## src/rtl/core/sks_pkg.sv

```systemverilog
// Shared types, constants and codes for the sorted key set.
package sks_pkg;

  localparam int CAPACITY = 256;
  localparam int KEY_BITS = 64;
  localparam int CNT_W    = $clog2(CAPACITY + 1);

  // Transaction field widths
  localparam int FUNC_W   = 2;
  localparam int KEYF_W   = 64;
  localparam int INDEX_W  = 8;
  localparam int STATUS_W = 3;
  localparam int POSF_W   = 9;

  localparam int IN_FUNC_LSB  = 0;
  localparam int IN_KEY_LSB   = IN_FUNC_LSB + FUNC_W;
  localparam int IN_INDEX_LSB = IN_KEY_LSB + KEYF_W;
  localparam int IN_BITS      = IN_INDEX_LSB + INDEX_W;
  localparam int IN_TDATA_W   = ((IN_BITS + 7) / 8) * 8;

  localparam int OUT_STATUS_LSB = 0;
  localparam int OUT_ENTRY_LSB  = OUT_STATUS_LSB + STATUS_W;
  localparam int OUT_BOUND_LSB  = OUT_ENTRY_LSB + KEYF_W;
  localparam int OUT_COUNT_LSB  = OUT_BOUND_LSB + POSF_W;
  localparam int OUT_BITS       = OUT_COUNT_LSB + POSF_W;
  localparam int OUT_TDATA_W    = ((OUT_BITS + 7) / 8) * 8;

  typedef logic [KEY_BITS-1:0] key_t;
  typedef logic [CNT_W-1:0]    cnt_t;

  typedef enum logic [FUNC_W-1:0] {
    FUNC_ADD   = 2'd0,
    FUNC_QUERY = 2'd1,
    FUNC_READ  = 2'd2,
    FUNC_SPARE = 2'd3
  } func_t;

  typedef enum logic [STATUS_W-1:0] {
    ST_INSERTED  = 3'd0,
    ST_DUPLICATE = 3'd1,
    ST_FULL      = 3'd2,
    ST_HIT       = 3'd3,
    ST_MISS      = 3'd4,
    ST_ENTRY     = 3'd5,
    ST_RANGE     = 3'd6,
    ST_UNUSED    = 3'd7
  } status_t;

  typedef enum logic {
    S_IDLE = 1'b0,
    S_BUSY = 1'b1
  } state_t;

  // Per-cell flags seen by the next cell up the row
  typedef struct packed {
    logic valid;
    logic lt;     // valid and stored key below the search key
    logic ge;     // valid and stored key not below the search key
    logic eq;     // valid and stored key equal to the search key
  } cell_flags_t;

  // Sequencer strobes
  typedef struct packed {
    logic ready;   // may take an input transaction
    logic cmp_en;  // load compare flags in every cell
    logic commit;  // finish the operation and load the result register
  } ctl_t;

endpackage

```

## src/rtl/core/sks_cell.sv

```systemverilog
// One storage cell of the sorted row: key, valid bit and compare flags.
module sks_cell (
  input  logic                clk,
  input  logic                rst_n,
  input  logic                cmp_en,
  input  sks_pkg::key_t       cmp_key,
  input  logic                ins_en,
  input  sks_pkg::key_t       new_key,
  input  sks_pkg::key_t       prev_key,
  input  sks_pkg::cell_flags_t prev_flags,
  output sks_pkg::key_t       key_o,
  output sks_pkg::cell_flags_t flags_o
);

  sks_pkg::key_t key_r;
  sks_pkg::key_t key_nxt;
  logic          valid_r;
  logic          valid_nxt;
  logic          lt_r;
  logic          eq_r;

  // On insertion cells above the bound take the neighbour's key, the bound cell takes the new one
  always_comb begin
    key_nxt   = key_r;
    valid_nxt = valid_r;
    if (ins_en) begin
      if (prev_flags.ge) begin
        key_nxt   = prev_key;
        valid_nxt = 1'b1;
      end else if (prev_flags.lt && !lt_r) begin
        key_nxt   = new_key;
        valid_nxt = 1'b1;
      end
    end
  end

  always_ff @(posedge clk) begin
    if (!rst_n) begin
      valid_r <= 1'b0;
      lt_r    <= 1'b0;
      eq_r    <= 1'b0;
    end else begin
      valid_r <= valid_nxt;
      if (cmp_en) begin
        lt_r <= valid_r && (key_r < cmp_key);
        eq_r <= valid_r && (key_r == cmp_key);
      end
    end
  end

  always_ff @(posedge clk) begin
    key_r <= key_nxt;
  end

  assign key_o         = key_r;
  assign flags_o.valid = valid_r;
  assign flags_o.lt    = lt_r;
  assign flags_o.ge    = valid_r && !lt_r;
  assign flags_o.eq    = eq_r;

endmodule

```

## config.mk

```make
export PLATFORM = sky130hd
export DESIGN_NAME = sks_cell
export DESIGN_NICKNAME = d
export VERILOG_FILES = /design/src/rtl/core/sks_pkg.sv /design/src/rtl/core/sks_cell.sv
export SDC_FILE = /design/constraint.sdc
export NUM_CORES = 1
export LEC_CHECK = 0
export ABC_AREA = 1
export BUFFER_PORTS_ARGS = -buffer_cell sky130_fd_sc_hd__buf_2
export CORE_MARGIN = 2
export CORE_UTILIZATION = 45
export CTS_CLUSTER_DIAMETER = 200
export DETAILED_ROUTE_END_ITERATION = 10
export PLACE_DENSITY = 0.83
export SYNTH_ARGS = -nofsm -noshare
export SYNTH_HDL_FRONTEND = slang
export SYNTH_SLANG_ARGS = --single-unit
```

## constraint.sdc

```tcl
create_clock -name clk -period 3 [get_ports clk]
set_input_delay 0 -clock clk [delete_from_list [all_inputs] [get_ports clk]]
set_output_delay 0 -clock clk [all_outputs]
set_load 0.1 [all_outputs]
```

==> flow_metrics.tcl <==
set metrics [dict create \
    port-buffer-count 265 \
    htreeDepth 3 \
    leakagePower_nw 4.26 \
    fin_tns_setup_ps 0 \
    wire_per_inst_um 15.0 \
    io-pin-count 268 \
    period_minus_slack_ps 2260 \
    peakVddDrop_uv 327 \
    switching_share 0.380 \
    syn_nets 855 \
    die_h_um 106 \
    dr.pass1.iters 6 \
    clk_pin_slew_ps 70 \
    ys_ff_latch 67 \
    antenna_left 0 \
    final.fill_count 661 \
    rr_startpoint "key_o[63]" \
    holdPathStages 5 \
    crit_start "key_o[63]" \
    hpwl_um 9490 \
    ff2ff_path_depth 11 \
    initialDrtViolationCount 323 \
    clock_path_buffers 2 \
    num_vias 5494 \
    power.internal_w 0.00188 \
    die_w_um 106 \
    place.gp.congestion 0.826 \
    grt_antenna_before_repair 0 \
    outcome "finished clean" \
    total_power_w 0.00304 \
    min_path_type "in2reg" \
    power_density_mw_per_mm2 399 \
    ys_types 24 \
    comb_power_share 0.385 \
    cp.arrival_ps 2470 \
    r2r_setup_slack_ps 740 \
    crit_chain "ha_1 > nand2_1 > nor2_2 > nand3_2 > nor2_4 > nand2_2 > nor2_2 > nand2_1 > nand4_1 > a21oi_1 > dlygate4sd3_1" \
    hold-path-endpoint "valid_r" \
    fin_crit_sh 0.753 \
    synth_area_mm2 0.00464 \
    start_kind "register" \
    drc 0 \
    grt_pass1_vias 5990 \
    maxSlewViolCount 0 \
    setup_violations 0 \
    worst_path_largest_cell_delay_ps 540 \
    ctsRootBufferMaster "clkbuf_8" \
    synth-seq-area-share 0.427 \
    via_per_inst 4.88 \
    rr_endpoint "lt_r" \
    maxCapViolCount 0 \
    finClkSkew_ps 20.1 \
    finalHoldViolCount 0 \
    area_growth_pct 63.8 \
    drive_above_1_share 0.302 \
    worstPathMaxFanout 3 \
    avgSynthCellArea_um2 7.85 \
    switching_power_w 0.00115 \
    worstSetupPathType "reg2reg" \
    start_util 0.456 \
    tightestPinTransition_ps 746 \
    ys_warn_count 0 \
    grt_usage 0.301 \
    synthCells 591 \
    worstPathRequired_ps 3210 \
    rsz0062_at_grt "no" \
    fp.dieArea_mm2 0.0111 \
    crit_path_end_kind "register" \
    numClockSinks 67 \
    routed_wl_um 16900 \
    gr-total-overflow 0 \
    core_area_mm2 0.0102 \
    crit_slowest_cell "dlygate4sd3_1" \
    grt_pass1_wl_um 26500 \
    fin_nets 1249 \
    relSlewSlack 0.503 \
    clock_power_share 0.241 \
    grt_max_degree 65 \
    rows 37 \
    tritoncts "done" \
    pwr-share-seq 0.374 \
    numCtsBuffers 9 \
    worstHoldStart "prev_flags[2]" \
    max_freq_mhz 443 \
    diodes 0 \
    insertion_delay_ps 340 \
]
==> what timing repair did <==
item	in CTS	in global routing
gates resized for setup	0	0
hold buffers	132	0
endpoints found under the hold margin	67	0
buffers inserted	0	0
==> layout by cell type (no fill, tap or decap), drive strengths merged <==
cell	count
clkinvlp	2
dlygate4sd3	132
dfxtp	3
nor2	24
nand3	4
ha	64
edfxtp	64
nand4	7
a21oi	27
clkinv	4
o21ai	5
a21o	3
bufinv	1
clkbuf	11
buf	268
nand2	275
inv	95
nor3	1
==> cells by family (layout without fill, tap and decap cells) <==
| group | count (synthesis) | after routing | share of synthesized area |
|---|---|---|---|
| simple gates | 311 | 311 | 0.266 |
| buf+inv | 114 | 513 | 0.0949 |
| flops | 67 | 67 | 0.427 |
| fa+ha+maj | 64 | 64 | 0.173 |
| compound gates | 35 | 35 | 0.0394 |
==> synthesized netlist by cell type (all sizes together) <==
library cell / count / area share
a21o: 3 / 0.0049
a21oi: 27 / 0.029
buf: 6 / 0.0075
clkbuf: 11 / 0.0089
clkinv: 2 / 0.0016
dfxtp: 3 / 0.013
edfxtp: 64 / 0.41
ha: 64 / 0.17
inv: 95 / 0.077
nand2: 275 / 0.22
nand3: 4 / 0.0065
nand4: 7 / 0.013
nor2: 24 / 0.023
nor3: 1 / 0.0011
o21ai: 5 / 0.0054
==> how the worst max path moves through the flow <==
stage / cells after the start / end
after detailed placement: 4 / key_o[45]
after CTS: 11 / lt_r
after global routing: 11 / lt_r
final: 11 / lt_r
after global placement: 4 / key_o[43]
after floorplan: 3 / key_o[0]
==> critical path, delay by kind of cell, from the launching register on <==
kind,cells,cell delay (ps)
simple gates,8,790
buf+inv,1,540
flops,1,410
fa+ha+maj,1,340
compound gates,1,60
==> area by class of cell <==
class                           count  area, um^2  area share
Clock buffer                       11         131      0.0173
Clock inverter                      5        53.8     0.00708
Inverter                           97         364      0.0479
Multi-Input combinational cell    410        2220       0.292
Sequential cell                    67        1980       0.261
Tap cell                          136         170      0.0224
Timing Repair Buffer              400        2680       0.353
==> sequential cells by signal, indices dropped and copies added, names as in the netlist <==
| name | cells |
|---|---|
| eq_r | 1 |
| lt_r | 1 |
| key_o | 64 |
| valid_r | 1 |
==> through the flow <==
stage / instance area, um^2 / worst slack, ps / hold WS, ps / cells / utilization
after global placement: 6100 / 1270 / 262 / 978 / 0.599
final: 7600 / 741 / 71.9 / 1126 / 0.747
after detailed placement: 6100 / 1240 / 265 / 978 / 0.599
after global routing: 7600 / 566 / 102 / 1126 / 0.747
after CTS: 7600 / 729 / 62.2 / 1126 / 0.747
after floorplan: 4640 / 790 / 151 / 591 / -
==> metal layers <==
metal	up-vias	GRT usage	share of wire
met5	-	0	0
met4	0	0.161	0.043
met3	67	0.0816	0.074
met2	302	0.579	0.53
met1	2488	0.287	0.35
li1	2637	-	-
==> power by group through the flow <==
stage,clock (W),sequential [W],combinational [W]
2_1_floorplan,0,0.00156,0.000301
3_3_place_gp,0,0.00115,0.000947
3_5_place_dp,0,0.00115,0.000962
4_1_cts,0.000742,0.00113,0.00113
5_1_grt,0.000787,0.00114,0.00125
6_report,0.000732,0.00114,0.00117
(Power assumes the default switching activity.)
